<file path="src/design/pcs_pkg.sv">
// ----------------------------------------------------------------------------
// pcs_pkg
// Shared widths, reset values and register indexes of the price confluence
// scorer.
// ----------------------------------------------------------------------------
package pcs_pkg;

  localparam int PRICE_W    = 24;
  localparam int VOL_W      = 24;
  localparam int TOL_W      = 12;
  localparam int ATRL_W     = 6;
  localparam int CNT_W      = 7;   // atr_length + 1, up to 64
  localparam int TRS_W      = 30;  // up to 64 true ranges of 24 bits
  localparam int MS_W       = TRS_W + TOL_W;
  localparam int FRAC_W     = 8;
  localparam int ATR_W      = 32;
  localparam int SCORE_W    = 2;
  localparam int DIF_W      = 26;
  localparam int CFG_IDX_W  = 1;
  localparam int CFG_DATA_W = 12;

  localparam int ATR_DEPTH_DEF = 64;
  localparam int VWAP_BARS_DEF = 51;

  localparam logic [ATRL_W-1:0] ATR_LEN_RST = 6'd14;
  localparam logic [TOL_W-1:0]  TOL_RST     = 12'd128;

  localparam logic [CFG_IDX_W-1:0] REG_ATR_LEN = 1'b0;
  localparam logic [CFG_IDX_W-1:0] REG_TOL     = 1'b1;

endpackage

</file>
<file path="src/design/pcs_ser_mul.sv">
// ----------------------------------------------------------------------------
// pcs_ser_mul
// Shift-add multiplier, one multiplier bit per cycle, stops once the
// remaining multiplier bits are zero.
// ----------------------------------------------------------------------------
module pcs_ser_mul import pcs_pkg::*; #(
  parameter int MA_W = PRICE_W + VOL_W + 6,
  parameter int MB_W = VOL_W + 6
) (
  input  logic                 clk_i,
  input  logic                 rst_ni,
  input  logic                 start_i,
  input  logic [MA_W-1:0]      a_i,
  input  logic [MB_W-1:0]      b_i,
  output logic                 busy_o,
  output logic [MA_W+MB_W-1:0] prod_o
);

  localparam int P_W = MA_W + MB_W;

  logic           busy_q, busy_d;
  logic [P_W-1:0] a_q, a_d, acc_q, acc_d;
  logic [MB_W-1:0] b_q, b_d;

  always_comb begin
    busy_d = busy_q;
    a_d    = a_q;
    b_d    = b_q;
    acc_d  = acc_q;
    if (start_i) begin
      a_d    = {{MB_W{1'b0}}, a_i};
      b_d    = b_i;
      acc_d  = '0;
      busy_d = 1'b1;
    end else if (busy_q) begin
      if (b_q == '0) begin
        busy_d = 1'b0;
      end else begin
        if (b_q[0]) begin
          acc_d = acc_q + a_q;
        end
        a_d = {a_q[P_W-2:0], 1'b0};
        b_d = {1'b0, b_q[MB_W-1:1]};
      end
    end
  end

  always_ff @(posedge clk_i or negedge rst_ni) begin
    if (!rst_ni) begin
      busy_q <= 1'b0;
    end else begin
      busy_q <= busy_d;
    end
  end

  always_ff @(posedge clk_i) begin
    a_q   <= a_d;
    b_q   <= b_d;
    acc_q <= acc_d;
  end

  assign busy_o = busy_q;
  assign prod_o = acc_q;

endmodule

</file>
<file path="config.mk">
export PLATFORM = sky130hd
export DESIGN_NAME = pcs_ser_mul
export DESIGN_NICKNAME = d
export VERILOG_FILES = /design/src/design/pcs_pkg.sv /design/src/design/pcs_ser_mul.sv
export SDC_FILE = /design/constraint.sdc
export NUM_CORES = 1
export LEC_CHECK = 0
export ABC_AREA = 1
export ABC_CLOCK_PERIOD_IN_PS = 3100
export BUFFER_PORTS_ARGS = -buffer_cell sky130_fd_sc_hd__clkbuf_2
export CAP_MARGIN = 20
export CORE_MARGIN = 1.5
export CORE_UTILIZATION = 50
export CTS_CLUSTER_SIZE = 30
export DETAILED_ROUTE_END_ITERATION = 10
export PLACE_DENSITY = 0.72
export SYNTH_ARGS = -nofsm -noshare
export SYNTH_HDL_FRONTEND = slang
export SYNTH_SLANG_ARGS = --single-unit
</file>
<file path="constraint.sdc">
create_clock -name clk_i -period 3.1 [get_ports clk_i]
set_input_delay 0.62 -clock clk_i [delete_from_list [all_inputs] [get_ports clk_i]]
set_output_delay 0.62 -clock clk_i [all_outputs]
set_load 0.05 [all_outputs]
</file>
==> results of run 1 <==
logic make-up (layout without fill, tap and decap cells):
logic type               after synthesis  after routing  share of synthesized area, %
AND/OR/NAND/NOR                     1464           1464                          38.3
buffers and inverters                569            737                          13.8
AO/OA/AOI/OAI                        256            256                          8.38
flip-flops                           199            199                          30.4
adder cells (fa/ha/maj)               84             84                          6.67
XOR/XNOR                              43             43                          2.37
worst max-delay path by stage:
stage | to | slack [ns] | start
2_1_floorplan | a_q[0] | 0.28 | start_i
3_3_place_gp | prod_o[28] | 0.45 | a_q[0]
3_5_place_dp | prod_o[28] | 0.47 | a_q[0]
4_1_cts | prod_o[28] | 0.45 | a_q[0]
5_1_grt | prod_o[68] | 0.15 | a_q[33]
6_report | prod_o[68] | 0.37 | a_q[33]
stage by stage:
stage / instance area, µm² / power, mW / worst slack [ns] / utilization, % / instances
5_1_grt: 17800 / 8.69 / 0.148 / 56.7 / 3185
3_3_place_gp: 17100 / 5.91 / 0.448 / 54.6 / 3150
6_report: 17800 / 8.27 / 0.365 / 56.7 / 3185
2_1_floorplan: 15900 / 5.14 / 0.276 / - / 2615
4_1_cts: 17700 / 8.28 / 0.449 / 56.5 / 3183
3_5_place_dp: 17100 / 5.93 / 0.472 / 54.6 / 3150
sequential cells by signal, summed over array words and instances (netlist names):
name    count
prod_o     84
b_q        30
a_q        84
busy_o      1
where the power goes:
group / internal, mW / total [mW] / switching [mW]
combinational: 0.797 / 2.75 / 1.96
clock: 1.09 / 2.35 / 1.26
sequential: 2.97 / 3.17 / 0.196
routing by layer:
metal / GRT usage (%) / share of wire, % / wire length [µm] / vias to the layer above
met1: 46.7 / 48 / 25000 / 7289
met2: 48.8 / 43 / 22100 / 504
met5: 0 / 0 / 0 / -
li1: - / - / - / 8236
met4: 8.17 / 1.7 / 881 / 0
met3: 5.74 / 7.5 / 3900 / 40
final cells by class:
type                       count  area share [%]
multi-input combinational   1847            49.8
sequential                   199            27.1
inverter                     514            10.9
timing repair buffer         191            6.05
tap                          402            2.83
clock buffer                  17            2.39
clock inverter                15           0.970
what timing repair did:
item,CTS,global route
endpoints found under the hold margin,1,0
hold buffers,1,0
setup endpoints to repair,0,0
setup buffers,0,0
worst reg2reg max path, delay by kind of cell (launching register included):
kind	cells	cell delay (ns)
buffers and inverters	2	0.23
flip-flops	1	0.43
adder cells (fa/ha/maj)	1	0.37
AND/OR/NAND/NOR	11	1.61
synth_stat cells (11+ instances only):
cell and instances:
a21oi_1 148, clkbuf_1 31, dfxtp_1 114, edfxtp_1 84, ha_1 83, inv_1 497, inv_2 15, nand2_1 1017
nand2_2 34, nand3_1 78, nand3_2 16, nor2_1 220, nor2_2 45, nor3_1 14, nor4_1 13, o21ai_0 77
o21ai_1 11, o21bai_1 15, xnor2_1 13, xor2_1 30
layout by cell type, fill, tap and decap left out, drive strengths merged:
master / count
a21oi: 150
nor3: 17
inv: 522
clkbuf: 187
ha: 83
buf: 20
nand3b: 1
xor2: 30
dfxtp: 114
o21bai: 15
clkinv: 7
o21ai: 88
dfrtp: 1
fa: 1
a31oi: 3
dlygate4sd3: 1
nand4: 8
nand3: 94
nor2: 275
and2: 3
nand2: 1051
xnor2: 13
edfxtp: 84
or2: 1
nor4: 14
==> flow_metrics.tcl, run 1 <==
set metrics [dict create \
    hold-path-cell-count 3 \
    path_class "flop to flop" \
    slew_viol_final 0 \
    layout.nets 2941 \
    tightest_slew_ns 0.945 \
    yosysWarnings 0 \
    ant_nets 0 \
    routed-via-count 16100 \
    synth-seq-area-share_pct 30.4 \
    post_cts_resized 0 \
    numCtsBuffers 17 \
    ir_drop_uv 461 \
    async_reset_ff_share_pct 0.503 \
    hold_class "input pin to flop" \
    clk_pin_slew_ns 0.09 \
    reg2reg_from "a_q[33]" \
    finalCritPeriodShare_pct 88.2 \
    die_w_um 181 \
    grt_pass1_wl_mm 81.7 \
    synthCells 2615 \
    drive_gt1_share_pct 12.6 \
    critical-path-top-delay-family "simple AND/OR/NAND/NOR gates" \
    regToRegSetupSlack_ns 0.37 \
    synth_area_per_cell_um2 6.07 \
    hpwl_mm 41.1 \
    drcViolationCount 0 \
    end_kind "flop" \
    synth-edff-count 84 \
    cp_cell_sequence "ha_1 > nand2_1 > nor2_1 > inv_1 > nor2_1 > inv_1 > nor3_2 > nand2_1 > nand2_2 > nand2_1 > nand3_1 > nand2_1 > nor2_1 > nor2_1" \
    synth_seq_cells 199 \
    netlist.area_leader.share_pct 24.1 \
    diodes 0 \
    antenna_found_initial 0 \
    setup_tns_ns 0 \
    maxCapViolations 0 \
    dieArea_um2 32800 \
    totalWireLength_mm 51.9 \
    start_util_pct 50.5 \
    clk_latency_ns 0.48 \
    seq_area_um2 4830 \
    hp-start "a_i[0]" \
    overflow 0 \
    synth_nets 2786 \
    synthTopCellsByArea "nand2_1, edfxtp_1, dfxtp_1, inv_1, ha_1" \
    yosys.area.top_type "nand2_1" \
    skew_ns 0.0200 \
    power_density_nw_per_um2 465 \
    io_buffers 171 \
    routed_via_density 5.05 \
    max_stage_delay_ns 0.43 \
    crit_required_ns 3.48 \
    synth_flop_cell "dfxtp_1" \
    fp.coreArea_um2 31400 \
    hold_violations 0 \
    synth_area_um2 15900 \
    min_to "a_q[0]" \
    whs_ns 0.389 \
    multi_input_area_um2 8860 \
    grt_usage_pct 32.1 \
    reg2reg_depth 14 \
    fmax_mhz 366 \
    nFillCells 3234 \
    die_h_um 181 \
    cts_root_buffer "clkbuf_16" \
    grt_max_degree 150 \
    cpMaxStageDelayCell "edfxtp_1" \
    cts_tree "done" \
    p_leak_nw 10.1 \
    rr_endpoint "prod_o[68]" \
    place_congestion 1.02 \
    io_pins 172 \
    critical_path_peak_fanout 4 \
    cts_buffer_depth 2 \
    worst-path-buf-inv 2 \
    clock-sinks 199 \
    path_depth 14 \
    cp.arrival_ns 3.11 \
    grt_pass1_vias 15100 \
    synth_cell_types 37 \
    rows 65 \
    worstSetupStartpointType "flop" \
    outcome "complete, no violations" \
    routedWlPerCell_um 16.3 \
    dr.pass1.iters 6 \
    area_growth_pct 12.2 \
    htree_levels 4 \
    relSlewSlack_pct 37.0 \
    min_period_ns 2.73 \
    drt_iter0_drc 1333 \
    rsz0062_at_grt "no" \
    setup_viol 0 \
]
Note: power is estimated with default switching activity, not from simulation.
==> run 2: changes to the inputs <==
--- a/config.mk
+++ b/config.mk
@@ -14,6 +14,7 @@
 export CTS_CLUSTER_SIZE = 30
 export DETAILED_ROUTE_END_ITERATION = 10
 export PLACE_DENSITY = 0.72
+export RECOVER_POWER = 25
 export SYNTH_ARGS = -nofsm -noshare
 export SYNTH_HDL_FRONTEND = slang
 export SYNTH_SLANG_ARGS = --single-unit
==> run 2 against run 1 <==
  * The flow now finishes with violations (max-capacitance violations, max-slew violations)
  * Non-clock buffer count unchanged
  * Sequential cell count unchanged
  * Total power hardly changed
  * Critical path depth fell by 9
  * Utilization fell by 0.084 points
  * Fmax down 4.2%
==> flow_metrics.tcl, run 2 (synthesis results as in run 1) <==
set metrics [dict create \
    drive_gt1_share_pct 12.3 \
    grt_pass1_vias 15100 \
    fmax_mhz 350 \
    setup_tns_ns 0 \
    end_kind "flop" \
    start_util_pct 50.5 \
    maxCapViolations 2 \
    drt_iter0_drc 1326 \
    critical_path_peak_fanout 49 \
    hold_class "input pin to flop" \
    place_congestion 1.02 \
    drcViolationCount 0 \
    finalCritPeriodShare_pct 92.1 \
    min_period_ns 2.86 \
    clk_pin_slew_ns 0.09 \
    tightest_slew_ns 2.22 \
    cts_tree "done" \
    io_buffers 171 \
    diodes 0 \
    rsz0062_at_grt "no" \
    cts_setup_buffers 0 \
    layout_common_cells "nand2_1, inv_1, nor2_1" \
    routedWlPerCell_um 16.3 \
    grt_max_degree 150 \
    clk_latency_ns 0.49 \
    die_h_um 181 \
    hpwl_mm 41.1 \
    power_density_nw_per_um2 466 \
    worstSetupStartpointType "input pin" \
    area_growth_pct 12.0 \
    numCtsBuffers 17 \
    outcome "finished, violations left" \
    place_area_um2 17100 \
    dr.pass1.iters 5 \
    skew_ns 0.0205 \
    routed_via_density 5.04 \
    path_class "input pin to flop" \
    slew_viol_final 200 \
    relSlewSlack_pct -47.8 \
    totalWireLength_mm 51.9 \
    clock-sinks 199 \
    stdcell_count 3185 \
    cp.arrival_ns 3.19 \
    htree_levels 4 \
    cts_root_buffer "clkbuf_16" \
    layout.nets 2941 \
    final_common_cell "nand2_1" \
    overflow 0 \
    violations "max-capacitance violations, max-slew violations" \
    routed-via-count 16100 \
    die_w_um 181 \
    ir_drop_uv 462 \
    grt_pass1_wl_mm 81.7 \
    io_pins 172 \
    antenna_found_initial 0 \
    dieArea_um2 32800 \
    hold_violations 0 \
    p_leak_nw 10.1 \
    nFillCells 3240 \
    fp.coreArea_um2 31400 \
    setup_viol 0 \
    place_inst 3150 \
    whs_ns 0.388 \
    ant_nets 0 \
    stdcell_area_um2 17800 \
    rows 65 \
    grt_usage_pct 32.1 \
    cts_buffer_depth 2 \
    crit_required_ns 3.43 \
]
run 2: cell count changes in the layout (fill, tap and decap cells not counted), sizes merged:
cell      delta
buf          -2
clkbuf       +2
clkinvlp     +1
inv          -1
run 2: where the power goes:
group / internal (mW) / switching [mW]
Clock: 1.09 / 1.26
Combinational: 0.797 / 1.96
Sequential: 2.97 / 0.195
Total: 4.86 / 3.41
run 2: layout make-up:
cell class	count	area [µm²]	area share (%)
inverters	514	1930	10.9
multi-input cells	1847	8860	49.8
flip-flops and latches	199	4830	27.2
clock inverters	15	173	0.972
repair buffers	191	1050	5.91
clock buffers	17	425	2.39
well taps	402	503	2.83
run 2: worst max-delay path, cell delays in order:
cell	delay [ns]
buf_4	0.12
clkinvlp_2	0.21
clkbuf_1	1.59
nand2_1	0.41
nand2_1	0.16
run 2: per-stage QoR:
stage | power (mW) | setup slack (ns) | utilization [%]
final | 8.27 | 0.244 | 56.6
after CTS | 8.28 | 0.449 | 56.5
after floorplan | 5.14 | 0.276 | -
after global routing | 8.69 | 0.107 | 56.6
after global placement | 5.91 | 0.448 | 54.6
after detailed placement | 5.93 | 0.472 | 54.6
run 2: per-layer routing:
metal | GRT usage [%] | share of wire, % | vias up
li1 | - | - | 8240
met1 | 46.7 | 49 | 7305
met2 | 48.8 | 43 | 478
met3 | 5.74 | 7.1 | 38
met4 | 8.17 | 1.6 | 0
met5 | 0 | 0 | -
run 2: final timing paths:
| path | cells after the start | to | startpoint | slack (ns) |
|---|---|---|---|---|
| max reg2reg | 14 | prod_o[68] | a_q[33] | 0.38 |
| min | 3 | a_q[0] | a_i[0] | 0.39 |
| min reg2reg | 2 | prod_o[15] | prod_o[15] | 0.50 |
| max in group asynchronous | 2 | busy_o | rst_ni | 2.58 |
| max | 5 | a_q[46] | start_i | 0.24 |
| min in group asynchronous | 2 | busy_o | rst_ni | 0.43 |
run 2: repair_timing:
item / 4_1_cts / 5_1_grt
hold buffers: 1 / 0
hold endpoints to repair: 1 / 0
resized for setup: 0 / 0
