==> config.mk <==
export PLATFORM = sky130hd
export DESIGN_NAME = pcs_ser_div
export DESIGN_NICKNAME = d
export VERILOG_FILES = /design/src/design/pcs_pkg.sv /design/src/design/pcs_ser_div.sv
export SDC_FILE = /design/constraint.sdc
export NUM_CORES = 1
export LEC_CHECK = 0
export ABC_CLOCK_PERIOD_IN_PS = 3160
export BUFFER_PORTS_ARGS = -buffer_cell sky130_fd_sc_hd__buf_2
export CELL_PAD_IN_SITES_DETAIL_PLACEMENT = 0
export CELL_PAD_IN_SITES_GLOBAL_PLACEMENT = 1
export CORE_MARGIN = 2
export CORE_UTILIZATION = 40
export CTS_CLUSTER_SIZE = 16
export DETAILED_ROUTE_END_ITERATION = 8
export HOLD_SLACK_MARGIN = 0.15
export PLACE_DENSITY = 0.81
export SLEW_MARGIN = 20
export SYNTH_ARGS = -nofsm -noshare
export SYNTH_HDL_FRONTEND = slang
export SYNTH_SLANG_ARGS = --single-unit
==> constraint.sdc <==
create_clock -name clk_i -period 3.16 [get_ports clk_i]
set_input_delay 0.632 -clock clk_i [delete_from_list [all_inputs] [get_ports clk_i]]
set_output_delay 0.632 -clock clk_i [all_outputs]
set_load 0.01 [all_outputs]
==> src/design/pcs_pkg.sv <==
// ----------------------------------------------------------------------------
// pcs_pkg
// Shared widths, reset values and register indexes of the price confluence
// scorer.
// ----------------------------------------------------------------------------
package pcs_pkg;

  localparam int PRICE_W    = 24;
  localparam int VOL_W      = 24;
  localparam int TOL_W      = 12;
  localparam int ATRL_W     = 6;
  localparam int CNT_W      = 7;   // atr_length + 1, up to 64
  localparam int TRS_W      = 30;  // up to 64 true ranges of 24 bits
  localparam int MS_W       = TRS_W + TOL_W;
  localparam int FRAC_W     = 8;
  localparam int ATR_W      = 32;
  localparam int SCORE_W    = 2;
  localparam int DIF_W      = 26;
  localparam int CFG_IDX_W  = 1;
  localparam int CFG_DATA_W = 12;

  localparam int ATR_DEPTH_DEF = 64;
  localparam int VWAP_BARS_DEF = 51;

  localparam logic [ATRL_W-1:0] ATR_LEN_RST = 6'd14;
  localparam logic [TOL_W-1:0]  TOL_RST     = 12'd128;

  localparam logic [CFG_IDX_W-1:0] REG_ATR_LEN = 1'b0;
  localparam logic [CFG_IDX_W-1:0] REG_TOL     = 1'b1;

endpackage

==> src/design/pcs_ser_div.sv <==
// ----------------------------------------------------------------------------
// pcs_ser_div
// Restoring divider, one quotient bit per cycle: (sum << 8) / count.
// ----------------------------------------------------------------------------
module pcs_ser_div import pcs_pkg::*; (
  input  logic                      clk_i,
  input  logic                      rst_ni,
  input  logic                      start_i,
  input  logic [TRS_W+FRAC_W-1:0]   dividend_i,
  input  logic [CNT_W-1:0]          divisor_i,
  output logic                      busy_o,
  output logic [TRS_W+FRAC_W-1:0]   quot_o
);

  localparam int N_W  = TRS_W + FRAC_W;
  localparam int CT_W = $clog2(N_W + 1);

  logic             busy_q, busy_d;
  logic [CT_W-1:0]  cnt_q, cnt_d;
  logic [N_W-1:0]   q_q, q_d;
  logic [CNT_W-1:0] rem_q, rem_d, div_q, div_d;
  logic [CNT_W:0]   r, diff;
  logic             ge;

  always_comb begin
    busy_d = busy_q;
    cnt_d  = cnt_q;
    q_d    = q_q;
    rem_d  = rem_q;
    div_d  = div_q;
    r      = {rem_q, q_q[N_W-1]};
    ge     = r >= {1'b0, div_q};
    diff   = r - {1'b0, div_q};
    if (start_i) begin
      busy_d = 1'b1;
      cnt_d  = CT_W'(N_W);
      q_d    = dividend_i;
      rem_d  = '0;
      div_d  = divisor_i;
    end else if (busy_q) begin
      rem_d = ge ? diff[CNT_W-1:0] : r[CNT_W-1:0];
      q_d   = {q_q[N_W-2:0], ge};
      cnt_d = cnt_q - 1'b1;
      if (cnt_q == CT_W'(1)) begin
        busy_d = 1'b0;
      end
    end
  end

  always_ff @(posedge clk_i or negedge rst_ni) begin
    if (!rst_ni) begin
      busy_q <= 1'b0;
      cnt_q  <= '0;
    end else begin
      busy_q <= busy_d;
      cnt_q  <= cnt_d;
    end
  end

  always_ff @(posedge clk_i) begin
    q_q   <= q_d;
    rem_q <= rem_d;
    div_q <= div_d;
  end

  assign busy_o = busy_q;
  assign quot_o = q_q;

endmodule

==> impl_summary.md, run 1 <==
Timing
Setup total negative slack on the finished layout was measured at 0 ns. The final-layout worst hold slack is 0.4660 ns. The max-slew headroom at the worst pin is 52.46%.

The count of final setup violators is 0. The post-route minimum period is 2.184 ns. Setup repair after global routing left no endpoint under its margin. The worst path uses 69.11% of the clock period.

The worst-case setup margin in the final layout is 0.9761 ns. Clock skew on the completed layout was measured at 0.006394 ns. The number of failing hold endpoints at the final stage is 0. The number of pins exceeding their max-slew limit in the final report is 0. The highest clock rate is 457.9 MHz.

For the pin with the worst max-slew slack, the measured transition is 0.7131 ns.

Setup path
The setup check on the worst reg-to-reg path leaves a slack of 0.98 ns. The source of the worst register-to-register timing path is quot_o[37]$_DFFE_PP_. The cell with the biggest individual delay on the critical path is sky130_fd_sc_hd__a211o_4. The setup path with the least slack is of type reg -> reg. The critical path required time is 3.41 ns. The worst setup path is launched from a flip-flop. In this run the critical register-to-register path is captured at rem_q[0]$_SDFFE_PP0P_.

The maximum fanout along the worst path is 7. The critical path capture point type is a flip-flop. The signal on the critical path passes through inv_1 -> ha_1 -> fa_1 -> nand2b_1 -> a211o_4 -> a311o_1 -> o311ai_1. The worst register-to-register path has a depth of 7. The largest single stage delay on the critical path is 0.41 ns. The arrival time of data at the critical path endpoint is 2.43 ns.

Layout
Fill cells in the final layout number 656. The area added between synthesis and finish is 24.88%. The net count of the finished layout is 373. The count of antenna diodes in the layout is 0. After routing the design area is 3724 µm². In the final layout, the share of cells above drive strength 1 is 47.81%. The filler-free cell count of the finished design is 419.

Die
The row count is 31. The die area is 8160 µm². The die is 90.34 µm wide. The core region is 7253 µm².

In this run the vertical extent of the chip is 90.34 µm. During I/O placement, the number of pins put on the boundary was 87. The starting utilization of the core area is 41.11%.

Yosys
In this run, synthesis inferred 45 flip-flops with an integrated enable. The number of nets in the synthesized netlist is 282. The share of the Yosys chip area taken by registers is 55.90%. In this run the cell area of the synthesized design comes to 2982 µm². The count of distinct cell types in the synthesized netlist is 51.

Of all cell types, the one taking the most synthesized area is sky130_fd_sc_hd__edfxtp_1. In the synthesized netlist the dominant register cell turns out to be sky130_fd_sc_hd__edfxtp_1. Of all flip-flops after synthesis, the portion carrying an async set or reset was 11.86%. After synthesis, the mean cell area works out to 13.31 µm². The Yosys step of the flow raised 0 warnings. Counting every instance in the synthesized netlist gives 224. Counting flops and latches in the post-synthesis netlist gives 59. The top cell type by area accounts for 45.32% of the synthesized area. After synthesis, the cell types taking the most area are sky130_fd_sc_hd__edfxtp_1 45%, sky130_fd_sc_hd__mux2_2 14%, sky130_fd_sc_hd__dfrtp_1 5.9%, sky130_fd_sc_hd__dfxtp_1 4.7%, sky130_fd_sc_hd__ha_1 3.8%.

CTS
Gates resized during post-CTS repair numbered 0. Clock-pin slew was measured on the worst setup and hold paths at 0.07 ns. Counting along the longest clock path gives a buffer depth of 2.

The H-tree depth is 3. The clock tree from TritonCTS is built. The number of clock sinks seen by CTS is 59. The latest clock arrival within the worst-skew pair is 0.34 ns.

In this run, CTS created clock tree buffers numbering 9. The clock tree root buffer cell is sky130_fd_sc_hd__clkbuf_8.

Global route
The total global routing track utilization is 15.58%. The number of global-route vias before repair is 2005. The wire length of the first global-routing pass is 9.860 mm. Entering global routing, the biggest net connects 27 pins.

The initial antenna violation count is 0. For this run the aggregate overflow at the end of global routing stands at 0.

Job
The max-cap check violation count is 0.

Power and ir drop
The leakage power is 1.588 nW. In this run the power density over the cells is 653.4 nW/µm². The maximum vdd drop is 0.0003638 V.

Place
After legalization and detailed placement, the total HPWL measured 4.420 mm. The total instance count after detailed placement is 402. The instance area at placement is 3512 µm². During placement, the flow inserted port buffers numbering 86.

The global placement routability congestion is 0.7649. Before CTS, the worst setup slack after placement is 1.005 ns.

Detailed routing
Detailed routing placed a total of 328 µm of wire on met3. The count of nets left with antenna violations once routing finished came out at 0. The total wire length is 6.096 mm. The highest signal layer in the routed design is met4. For this block, wires on met1 add up to 2.766 mm. The count of TritonRoute iterations in the first routing pass is 4. The average routed wire per standard cell is 14.55 µm.

Dividing the detail-routed via count by the number of cells gives 4.964. The met2 routed wirelength is 2.868 mm. For this run, design rule violations remaining after detail routing come to 0. The routed layout has 2080 vias. The first routing iteration left 108 violations.

Hold path
The startpoint identified for the worst hold timing path is divisor_i[4]. For hold timing, the worst endpoint is div_q[4]$_DFFE_PP_. The class of the tightest hold or removal check is in -> reg. The hold path depth is 1.

Outcome
The flow ran to the end, and the final reports show no timing, DRC or antenna violations.
timing repair:
action,in CTS,in global routing
buffers inserted,0,0
setup endpoints to repair,0,0
hold buffers,1,0
hold endpoints to repair,7,0
worst max-delay path, delay by kind of cell, from the launching register on:
kind,cells,cell delay (ns)
adder cells (fa/ha/maj),2,0.60
AND/OR/NAND/NOR,1,0.24
buffers and inverters,1,0.06
flip-flops,1,0.35
AO/OA/AOI/OAI,3,0.85
registers in the layout, summed over array words and instances, names as in the netlist:
name and flops:
div_q 7, busy_o 1, cnt_q 6, rem_q 7
quot_o 38
cells in the final DEF, fill, tap and decap left out, types with 2 or more instances in the layout:
cell type,instances
sky130_fd_sc_hd__a211oi_1,4
sky130_fd_sc_hd__a21o_1,2
sky130_fd_sc_hd__a311o_1,2
sky130_fd_sc_hd__a31o_1,2
sky130_fd_sc_hd__a41o_1,2
sky130_fd_sc_hd__a41oi_1,2
sky130_fd_sc_hd__buf_2,86
sky130_fd_sc_hd__buf_4,4
sky130_fd_sc_hd__clkbuf_8,9
sky130_fd_sc_hd__clkinv_4,3
sky130_fd_sc_hd__dfrtp_1,7
sky130_fd_sc_hd__dfxtp_1,7
sky130_fd_sc_hd__edfxtp_1,45
sky130_fd_sc_hd__ha_1,9
sky130_fd_sc_hd__inv_1,12
sky130_fd_sc_hd__mux2_2,38
sky130_fd_sc_hd__nand2_1,9
sky130_fd_sc_hd__nand2b_1,5
sky130_fd_sc_hd__nand3_2,2
sky130_fd_sc_hd__nand3b_1,2
sky130_fd_sc_hd__nor2_1,11
sky130_fd_sc_hd__nor2b_1,3
sky130_fd_sc_hd__nor3_1,2
sky130_fd_sc_hd__nor3b_1,8
sky130_fd_sc_hd__o21ai_0,3
sky130_fd_sc_hd__o311ai_1,3
sky130_fd_sc_hd__o31ai_1,2
sky130_fd_sc_hd__or2_2,2
sky130_fd_sc_hd__or3b_2,2
sky130_fd_sc_hd__xnor2_1,4
sky130_fd_sc_hd__xor2_1,2
layer usage:
layer | track usage, % | vias up
li1 | - | 1028
met1 | 20.39 | 985
met2 | 24.00 | 57
met3 | 5.175 | 10
met4 | 6.154 | 0
met5 | 0 | -
stage by stage:
| step | util (%) | total power, mW |
|---|---|---|
| 6_report | 51.34 | 2.433 |
| 5_1_grt | 51.34 | 2.583 |
| 4_1_cts | 51.34 | 2.458 |
| 3_5_place_dp | 48.42 | 1.745 |
| 3_3_place_gp | 48.42 | 1.736 |
| 2_1_floorplan | - | 1.544 |
worst max path at each step:
stage / start / endpoint / slack, ns / depth (start not counted)
4_1_cts: quot_o[37]$_DFFE_PP_ / rem_q[0]$_SDFFE_PP0P_ / 0.98 / 7
6_report: quot_o[37]$_DFFE_PP_ / rem_q[0]$_SDFFE_PP0P_ / 0.98 / 7
3_3_place_gp: quot_o[37]$_DFFE_PP_ / rem_q[0]$_SDFFE_PP0P_ / 1.05 / 7
3_5_place_dp: quot_o[37]$_DFFE_PP_ / rem_q[0]$_SDFFE_PP0P_ / 1.01 / 7
2_1_floorplan: start_i / quot_o[0]$_DFFE_PP_ / 1.05 / 4
5_1_grt: quot_o[37]$_DFFE_PP_ / rem_q[0]$_SDFFE_PP0P_ / 0.90 / 7
power breakdown:
group | internal [mW] | leakage [nW] | switching, mW
sequential | 0.959 | 0.608 | 0.0744
combinational | 0.333 | 0.880 | 0.369
clock | 0.369 | 0.0998 | 0.330
total | 1.66 | 1.59 | 0.773
cell usage after synthesis (2+ instances only):
cell	n
sky130_fd_sc_hd__a41o_1	2
sky130_fd_sc_hd__a21o_1	2
sky130_fd_sc_hd__dfxtp_1	7
sky130_fd_sc_hd__nor3b_1	8
sky130_fd_sc_hd__a211oi_1	4
sky130_fd_sc_hd__nand3b_1	2
sky130_fd_sc_hd__or2_2	2
sky130_fd_sc_hd__nor3_1	2
sky130_fd_sc_hd__mux2_2	38
sky130_fd_sc_hd__buf_2	9
sky130_fd_sc_hd__a41oi_1	2
sky130_fd_sc_hd__ha_1	9
sky130_fd_sc_hd__xnor2_1	4
sky130_fd_sc_hd__o311ai_1	3
sky130_fd_sc_hd__inv_1	12
sky130_fd_sc_hd__or3b_2	2
sky130_fd_sc_hd__nand3_2	2
sky130_fd_sc_hd__nor2b_1	3
sky130_fd_sc_hd__edfxtp_1	45
sky130_fd_sc_hd__o31ai_1	2
sky130_fd_sc_hd__nand2_1	9
sky130_fd_sc_hd__xor2_1	2
sky130_fd_sc_hd__nor2_1	11
sky130_fd_sc_hd__a311o_1	2
sky130_fd_sc_hd__a31o_1	2
sky130_fd_sc_hd__nand2b_1	5
sky130_fd_sc_hd__o21ai_0	3
sky130_fd_sc_hd__dfrtp_1	7
logic make-up after synthesis:
logic type / synth area share, %
flops: 55.90
fa+ha+maj: 4.448
buf+inv: 3.315
simple gates: 11.21
compound gates: 9.022
mux: 14.35
xor+xnor: 1.762
layout make-up:
| type | count | area [µm²] | share of cell area [%] |
|---|---|---|---|
| inverters | 12 | 45.04 | 1.210 |
| clock buffers | 9 | 123.9 | 3.327 |
| flip-flops and latches | 59 | 1667 | 44.76 |
| clock inverters | 7 | 77.57 | 2.083 |
| repair buffers | 91 | 470.5 | 12.63 |
| multi-input cells | 142 | 1216 | 32.66 |
| well taps | 99 | 123.9 | 3.327 |
Power figures use the tool's default switching activity.
==> run 2: changes to the inputs <==
- ABC_AREA: unset -> 1
- ABC_CLOCK_PERIOD_IN_PS: 3160 -> 1810
- CORE_UTILIZATION: 40 -> 34
- PLACE_DENSITY: 0.81 -> 0.78
- clock period: 3.16 -> 1.81 ns (I/O delays scaled with it)
==> run 2 against run 1 <==
  * Via count grew 15%
  * Routed wire length rose by 8.6%
  * Sequential share of layout area down 0.11 points
  * Maximum frequency rose by 28%
  * Synthesized cell count up 43%
  * Clock skew grew 0.0037 ns
  * Combinational power is 91% higher
  * Power is 76% higher
  * Clock-buffer cell count rose by 1
  * Global-route usage decreased by 0.37 points
  * Final cell count is 26% higher
  * Critical path depth rose by 4
==> impl_summary.md, run 2 <==
Setup path
The arrival time of data at the critical path endpoint came to 1.97 ns (-0.46 ns). The maximum fanout along the worst path is 8 (+1). The worst setup path is of the reg -> reg kind. The critical path required time is 2.08 ns (-1.33 ns). STA classifies the critical path startpoint as a flip-flop. The critical path capture point type is a flip-flop.

Layout
The number of flip-flops in the largest register is 38 (unchanged). The combined area of the multi-input logic cells is 1114 µm² (-8.4%). The post-route cell area came to 3732 µm² (+0.24%). The fraction of layout instances using a drive strength above 1 came to 31.13% (-17 points). The area added between synthesis and finish is 29.36%.

The share of the core filled with cells in the final layout is 45.42% (-5.9 points). The final-stage net count is 477 (+28%). In the layout the commonest cells are 151 x sky130_fd_sc_hd__nand2_1, 86 x sky130_fd_sc_hd__buf_2, 45 x sky130_fd_sc_hd__edfxtp_1. The sequential cell area in the final layout is 1667 µm² (unchanged). Leaving out fill and tap cells, the most frequent cell in the layout is sky130_fd_sc_hd__nand2_1.

The count of antenna diodes in the layout is 0 (unchanged). The final-layout fill cell count is 819 (+25%). The filler-free cell count of the finished design was 529 (+26%).

Global route
The total global routing overflow was 0 (unchanged). The initial antenna violation count is 0 (unchanged). The wire length of the first global-routing pass came to 10.70 mm (+8.5%). The total global routing track utilization was 15.21% (-0.37 points). The maximum number of pins on one net before global-route repair is 41 (+52%). The number of global-route vias before repair is 2301 (+15%).

Die
The placeable core region is 8217 µm² (+13%). The width of the die is 96.12 µm (+6.4%). The starting utilization of the core area came to 35.11% (-6.0 points). The row count was 33 (+6.5%).

The height of the chip came to 96.12 µm (+6.4%). The count of pins on the block boundary is 87 (unchanged). The die area came to 9239 µm² (+13%).

Yosys
The cell type with the highest aggregate area in the netlist is sky130_fd_sc_hd__edfxtp_1. The async set-reset flop share out of synthesis is 11.86% (unchanged). The area share of the leading cell type in the synthesized netlist was 46.83% (+1.5 points). After synthesis, the cell types taking the most area are sky130_fd_sc_hd__edfxtp_1 47%, sky130_fd_sc_hd__nand2_1 20%, sky130_fd_sc_hd__dfrtp_1 6.1%, sky130_fd_sc_hd__dfxtp_1 4.9%, sky130_fd_sc_hd__ha_1 3.9%. The yosys synthesis warning count is 0 (unchanged). The top flip-flop cell by instance count after synthesis is sky130_fd_sc_hd__edfxtp_1. Ranked by instance count, the synthesized netlist is headed by 156 x sky130_fd_sc_hd__nand2_1, 45 x sky130_fd_sc_hd__edfxtp_1, 27 x sky130_fd_sc_hd__inv_1, 15 x sky130_fd_sc_hd__nand3_1, 10 x sky130_fd_sc_hd__nor2_1.

The count of distinct cell types in the synthesized netlist is 27 (-47%). The post-synthesis average cell area was 9.016 µm² (-32%). The fraction of the yosys area taken by sequential cells is 57.76% (+1.9 points). Among all cell types in the netlist, the one instantiated most often is sky130_fd_sc_hd__nand2_1. The post-synthesis sequential element count was 59 (unchanged). The number of flops mapped to enable cells by yosys is 45 (unchanged). The post-synthesis instance area is 2885 µm² (-3.2%).

The gate count after technology mapping is 320 (+43%). The number of nets in the synthesized netlist is 378 (+34%).

Detailed routing
The total wire length is 6.622 mm (+8.6%). The ratio of routed vias to standard cells came to 4.503 (-9.3%). The met2 routed wirelength is 3.077 mm (+7.3%). The DRC violation count after routing is 0 (unchanged).

The average routed wire per standard cell was 12.52 µm (-14%). The met3 wire length is 481 µm (+47%). After detailed routing, no signal wire sits above met4. The starting DRC count in detailed routing is 98 (-9.3%).

The wire length on met1 came to 3.003 mm (+8.6%). The total number of vias came to 2382 (+15%). The remaining antenna violation count came to 0 (unchanged). The count of TritonRoute iterations in the first routing pass was 4 (unchanged).

Power and ir drop
The total chip power is 4.271 mW (+76%). The leakage power was 1.909 nW (+20%). The total power per unit cell area is 1144 nW/µm² (+75%). The maximum vdd drop is 0.0004350 V (+20%).

Timing
The final-layout worst hold slack was 0.2099 ns (-0.2561 ns). The post-route minimum period is 1.700 ns (-0.4838 ns). Setup repair after global routing could not meet its margin everywhere. The max-slew headroom at the worst pin is 70.39% (+18 points). The count of final setup violators is 0 (unchanged).

The actual slew at the worst max-slew pin was 0.4405 ns (-0.2727 ns). The worst-case clock skew is 0.01013 ns (+0.003732 ns). The number of pins exceeding their max-slew limit in the final report is 0 (unchanged). The post-route setup TNS is 0 ns (unchanged).

The highest clock rate was 588.2 MHz (+28%). The share of the cycle needed by the critical path after routing was 93.93% (+25 points). The worst-case setup margin in the final layout is 0.1098 ns (-0.8662 ns). The number of failing hold endpoints at the final stage was 0 (unchanged).

CTS
The tree is rooted in a sky130_fd_sc_hd__clkbuf_8. The number of clock sinks seen by CTS was 59 (unchanged). The maximum buffer depth of the clock tree is 2 (unchanged). The clock transition time at the flip-flop clock pins of the worst setup and hold paths is 0.07 ns (about the same).

The number of clock buffers inserted by TritonCTS is 9 (unchanged). The buffer count from post-CTS setup fixing is 0 (unchanged). The H-tree depth is 3 (unchanged).

The latest clock arrival within the worst-skew pair is 0.33 ns (about the same). TritonCTS built the clock tree.

Place
The placement-stage worst setup slack is -0.08183 ns (-1.087 ns). The total instance count after detailed placement was 512 (+27%). The count of port buffers added during placement is 86 (unchanged). The instance area at placement is 3493 µm² (-0.53%).

The global placement routability congestion is 0.7981 (+4.3%). The estimated wirelength of the detail-placed design is 4.794 mm (+8.5%).

Hold path
The class of the tightest hold or removal check is in -> reg.

Job
The max-cap check violation count is 0 (unchanged).

Outcome
The run finished with clean final reports.
==> run 2: changes by cell type after synthesis, sizes merged, moves of 5 or more <==
cell | previous run | this run
nand2 | 9 | 156
mux2 | 38 | 0
inv | 12 | 31
nand3 | 3 | 18
nor3b | 8 | 0
buf | 9 | 3
nand2b | 6 | 0
a211oi | 5 | 0
==> run 2: layout make-up <==
cell class / count / area share [%]
sequential: 59 / 44.65
inverter: 31 / 3.118
clock buffer: 10 / 3.419
multi-input combinational: 222 / 29.84
tap: 105 / 3.520
clock inverter: 6 / 1.509
timing repair buffer: 96 / 13.95
==> run 2: routing by layer <==
metal	vias up	track usage (%)
li1	1230	-
met1	1089	18.92
met2	59	23.84
met3	4	6.421
met4	0	5.000
met5	-	0
==> run 2: final timing paths <==
path	start	endpoint	slack (ns)	cells past startpoint
max	div_q[0]$_DFFE_PP_	rem_q[5]$_SDFFE_PP0P_	0.11	11
min	divisor_i[4]	div_q[4]$_DFFE_PP_	0.21	1
max reg2reg	div_q[0]$_DFFE_PP_	rem_q[5]$_SDFFE_PP0P_	0.11	11
min reg2reg	cnt_q[4]$_DFFE_PN0P_	cnt_q[4]$_DFFE_PN0P_	0.47	1
max in group asynchronous	rst_ni	cnt_q[0]$_DFFE_PN0P_	1.25	2
min in group asynchronous	rst_ni	busy_o$_DFF_PN0_	0.39	2
==> run 2: what timing repair did <==
item                                    4_1_cts  5_1_grt
endpoints found under the setup margin        8        8
pin swaps                                     0        5
hold buffers                                  1        0
resized for setup                             3       11
hold endpoints to repair                      7        0
==> run 2: cell families (layout without fill, tap and decap cells) <==
group	count (synthesis)	after routing	synth area share, %
buffers and inverters	39	143	5.204
AO/OA/AOI/OAI	13	13	2.906
AND/OR/NAND/NOR	196	196	28.62
XOR/XNOR	3	3	0.9108
adder cells (fa/ha/maj)	10	10	4.597
flip-flops	59	59	57.76
==> run 2: report_power, final <==
| group | switching [mW] | internal [mW] | leakage, nW | total [mW] |
|---|---|---|---|---|
| sequential | 0.122 | 1.66 | 0.622 | 1.78 |
| combinational | 0.783 | 0.560 | 1.19 | 1.34 |
| clock | 0.520 | 0.624 | 0.0935 | 1.14 |
| total | 1.43 | 2.85 | 1.91 | 4.27 |
==> run 2: critical path: stages (launching register included) <==
cell and delay, ns:
sky130_fd_sc_hd__edfxtp_1 0.42, sky130_fd_sc_hd__ha_4 0.19, sky130_fd_sc_hd__fa_2 0.37, sky130_fd_sc_hd__inv_2 0.07, sky130_fd_sc_hd__nand2_2 0.05, sky130_fd_sc_hd__nand2_2 0.07
sky130_fd_sc_hd__nand2_2 0.07, sky130_fd_sc_hd__nand2_2 0.09, sky130_fd_sc_hd__nand2_4 0.08, sky130_fd_sc_hd__nand3b_1 0.09, sky130_fd_sc_hd__nand3_1 0.08, sky130_fd_sc_hd__nand2_1 0.08
==> run 3: changes to the inputs <==
- CORE_MARGIN: 2 -> unset
==> run 3 against run 2 <==
  * Clock-buffer cell count increased by 3
  * Clock power decreased by 8%
  * Routed wire length decreased by 1.3%
  * Non-clock buffer count increased by 1
  * Die area decreased by 4.1%
  * Sequential cell count unchanged
  * Highest routed layer unchanged
==> impl_summary.md, run 3 (synthesis gave the netlist of run 2 again) <==
Setup path
The nature of the critical path startpoint is a flip-flop. The startpoint of the worst setup timing path is div_q[0]$_DFFE_PP_. By startpoint and endpoint, the worst setup path is classified as reg -> reg. The critical path capture point type is a flip-flop. The maximum fanout along the worst path is 2 (-6). The critical path required time is 2.03 ns (-0.05 ns). The source of the worst register-to-register timing path is div_q[0]$_DFFE_PP_. The arrival time of data at the critical path endpoint was 1.97 ns (about the same).

Timing
The post-route minimum period is 1.753 ns (+0.05302 ns). The final-layout worst hold slack is 0.2043 ns (-0.005574 ns). The max-slew headroom at the worst pin came to 74.66% (+4.3 points).

Setup repair after global routing could not meet its margin everywhere. The number of pins exceeding their max-slew limit in the final report is 0 (unchanged). The worst-case clock skew is 0.008422 ns (-0.001704 ns). The actual slew at the worst max-slew pin is 0.3770 ns (-0.06349 ns). The highest clock rate was 570.4 MHz (-3.0%). The share of the cycle needed by the critical path after routing is 96.86% (+2.9 points). The count of final setup violators came to 0 (unchanged). The number of failing hold endpoints at the final stage is 0 (unchanged).

Global route
The number of global-route vias before repair is 2320 (+0.83%). The wire length of the first global-routing pass is 10.78 mm (+0.78%). The total global routing overflow came to 0 (unchanged).

The maximum number of pins on one net before global-route repair is 31 (-24%). The initial antenna violation count came to 0 (unchanged). The total global routing track utilization was 16.06% (+0.84 points).

Place
The instance area at placement is 3518 µm² (+0.72%). The estimated wirelength of the detail-placed design is 4.761 mm (-0.69%). The count of port buffers added during placement is 86 (unchanged). The global placement routability congestion is 0.7537 (-5.6%).

Power and ir drop
The net switching fraction of the power is 33.29% (-0.080 points). The combinational power share is 32.4% (+1.0 points). The switching component of the power is 1.398 mW (-1.9%).

The leakage power is 1.925 nW (+0.84%). The maximum vdd drop was 0.0004573 V (+5.1%). The relative contribution of sequential cells to total power was 42.6% (+0.8 points). The clock group share of total power is 25.0% (-1.8 points). The internal power was 2.801 mW (-1.6%). The total power per unit cell area is 1121 nW/µm² (-2.0%).

Die
The row count is 33 (unchanged). The width of the die is 94.12 µm (-2.1%). The height of the chip came to 94.12 µm (-2.1%).

The placeable core region is 8217 µm² (unchanged). The die area is 8859 µm² (-4.1%). The starting utilization of the core area is 35.11% (unchanged). The count of pins on the block boundary came to 87 (unchanged).

CTS
The clock tree from TritonCTS is built. The number of clock buffers inserted by TritonCTS is 9 (unchanged). The number of clock sinks seen by CTS is 59 (unchanged). The latest clock arrival within the worst-skew pair is 0.33 ns (about the same). The H-tree depth came to 3 (unchanged). The clock tree root buffer cell is sky130_fd_sc_hd__clkbuf_8. The maximum buffer depth of the clock tree is 2 (unchanged). The clock transition time at the flip-flop clock pins of the worst setup and hold paths is 0.07 ns (about the same).

Layout
The share of the core filled with cells in the final layout is 45.58% (+0.15 points). The leading cell type in the layout, fill and taps excluded is sky130_fd_sc_hd__nand2_1. The fraction of layout instances using a drive strength above 1 is 30.59% (-0.54 points).

The post-route cell area is 3745 µm² (+0.34%). The library cells used most frequently in the layout, excluding fill and tap cells, are 152 x sky130_fd_sc_hd__nand2_1, 86 x sky130_fd_sc_hd__buf_2, 45 x sky130_fd_sc_hd__edfxtp_1. The number of flip-flops in the largest register is 38 (unchanged).

The count of antenna diodes in the layout is 0 (unchanged). The area added between synthesis and finish is 29.79%. The final-stage net count came to 478 (+0.21%).

Hold path
The class of the tightest hold or removal check is in -> reg. The startpoint identified for the worst hold timing path is divisor_i[5].

Detailed routing
The remaining antenna violation count is 0 (unchanged). The count of TritonRoute iterations in the first routing pass was 4 (unchanged). The starting DRC count in detailed routing is 122 (+24%). The total number of vias is 2374 (-0.34%). The ratio of routed vias to standard cells is 4.479 (-0.52%). The total wire length is 6.534 mm (-1.3%).

The DRC violation count after routing is 0 (unchanged). The average routed wire per standard cell is 12.33 µm (-1.5%).

Job
The max-cap check violation count came to 0 (unchanged).

Outcome
The run finished with clean final reports.
## run 3: cell count changes in the layout (fill, tap and decap cells not counted), sizes merged
cell	change
clkinvlp	-1
clkinv	-1
buf	+1
clkbuf	+3
bufinv	-1
## run 3: routing by layer
layer  routed length, µm  up-vias  GRT usage [%]  part of all wire (%)
met1                3006     1063          20.78                    46
met5                   0        -              0                     0
li1                    -     1232              -                     -
met4                 116        0          6.410                   1.8
met3                 618        9          6.553                   9.5
met2                2792       70          23.72                    43
## run 3: layout make-up
class / count / area, µm²
sequential: 59 / 1667
timing repair buffer: 97 / 556.8
multi-input combinational: 222 / 1101
tap: 105 / 131.4
clock inverter: 3 / 13.76
fill: 834 / 4472
inverter: 31 / 116.4
clock buffer: 13 / 158.9
## run 3: power by group through the flow
stage	Combinational (mW)	Clock [mW]	Sequential (mW)
floorplan	0.893	0	1.82
global placement	1.28	0	1.81
CTS	1.31	1.07	1.79
detailed placement	1.29	0	1.81
finish	1.36	1.05	1.79
global route	1.55	1.14	1.81
## run 3: timing repair
action,4_1_cts,5_1_grt
resized for setup,3,9
hold endpoints to repair,7,0
pin swaps,0,3
hold buffers,1,0
buffers inserted,0,1
endpoints found under the setup margin,8,8
## run 3: final timing paths
kind | to | depth (start not counted) | slack, ns
worst min register to register | cnt_q[4]$_DFFE_PN0P_ | 1 | 0.46
worst max register to register | rem_q[4]$_SDFFE_PP0P_ | 11 | 0.06
max in group asynchronous | cnt_q[1]$_DFFE_PN0P_ | 2 | 1.26
worst max-delay path | rem_q[4]$_SDFFE_PP0P_ | 11 | 0.06
worst min-delay path | div_q[5]$_DFFE_PP_ | 1 | 0.20
min in group asynchronous | busy_o$_DFF_PN0_ | 2 | 0.39
## run 3: stage by stage
step / cells / setup TNS, ns / setup slack [ns] / total power, mW
2_1_floorplan: 320 / 0 / 0.01648 / 2.716
3_3_place_gp: 512 / -0.08119 / -0.02337 / 3.089
3_5_place_dp: 512 / -0.7450 / -0.1091 / 3.101
4_1_cts: 529 / 0 / 0.03860 / 4.167
5_1_grt: 530 / -0.3003 / -0.07160 / 4.504
6_report: 530 / 0 / 0.05680 / 4.199
## run 3: worst max-delay path: stages (launching register included)
cell	delay (ns)
sky130_fd_sc_hd__edfxtp_1	0.42
sky130_fd_sc_hd__ha_4	0.19
sky130_fd_sc_hd__fa_2	0.37
sky130_fd_sc_hd__inv_2	0.08
sky130_fd_sc_hd__nand2_2	0.05
sky130_fd_sc_hd__nand2_2	0.07
sky130_fd_sc_hd__nand2_2	0.06
sky130_fd_sc_hd__buf_6	0.11
sky130_fd_sc_hd__xor2_1	0.13
sky130_fd_sc_hd__nand2_1	0.07
sky130_fd_sc_hd__nand3_1	0.07
sky130_fd_sc_hd__nand2_1	0.05
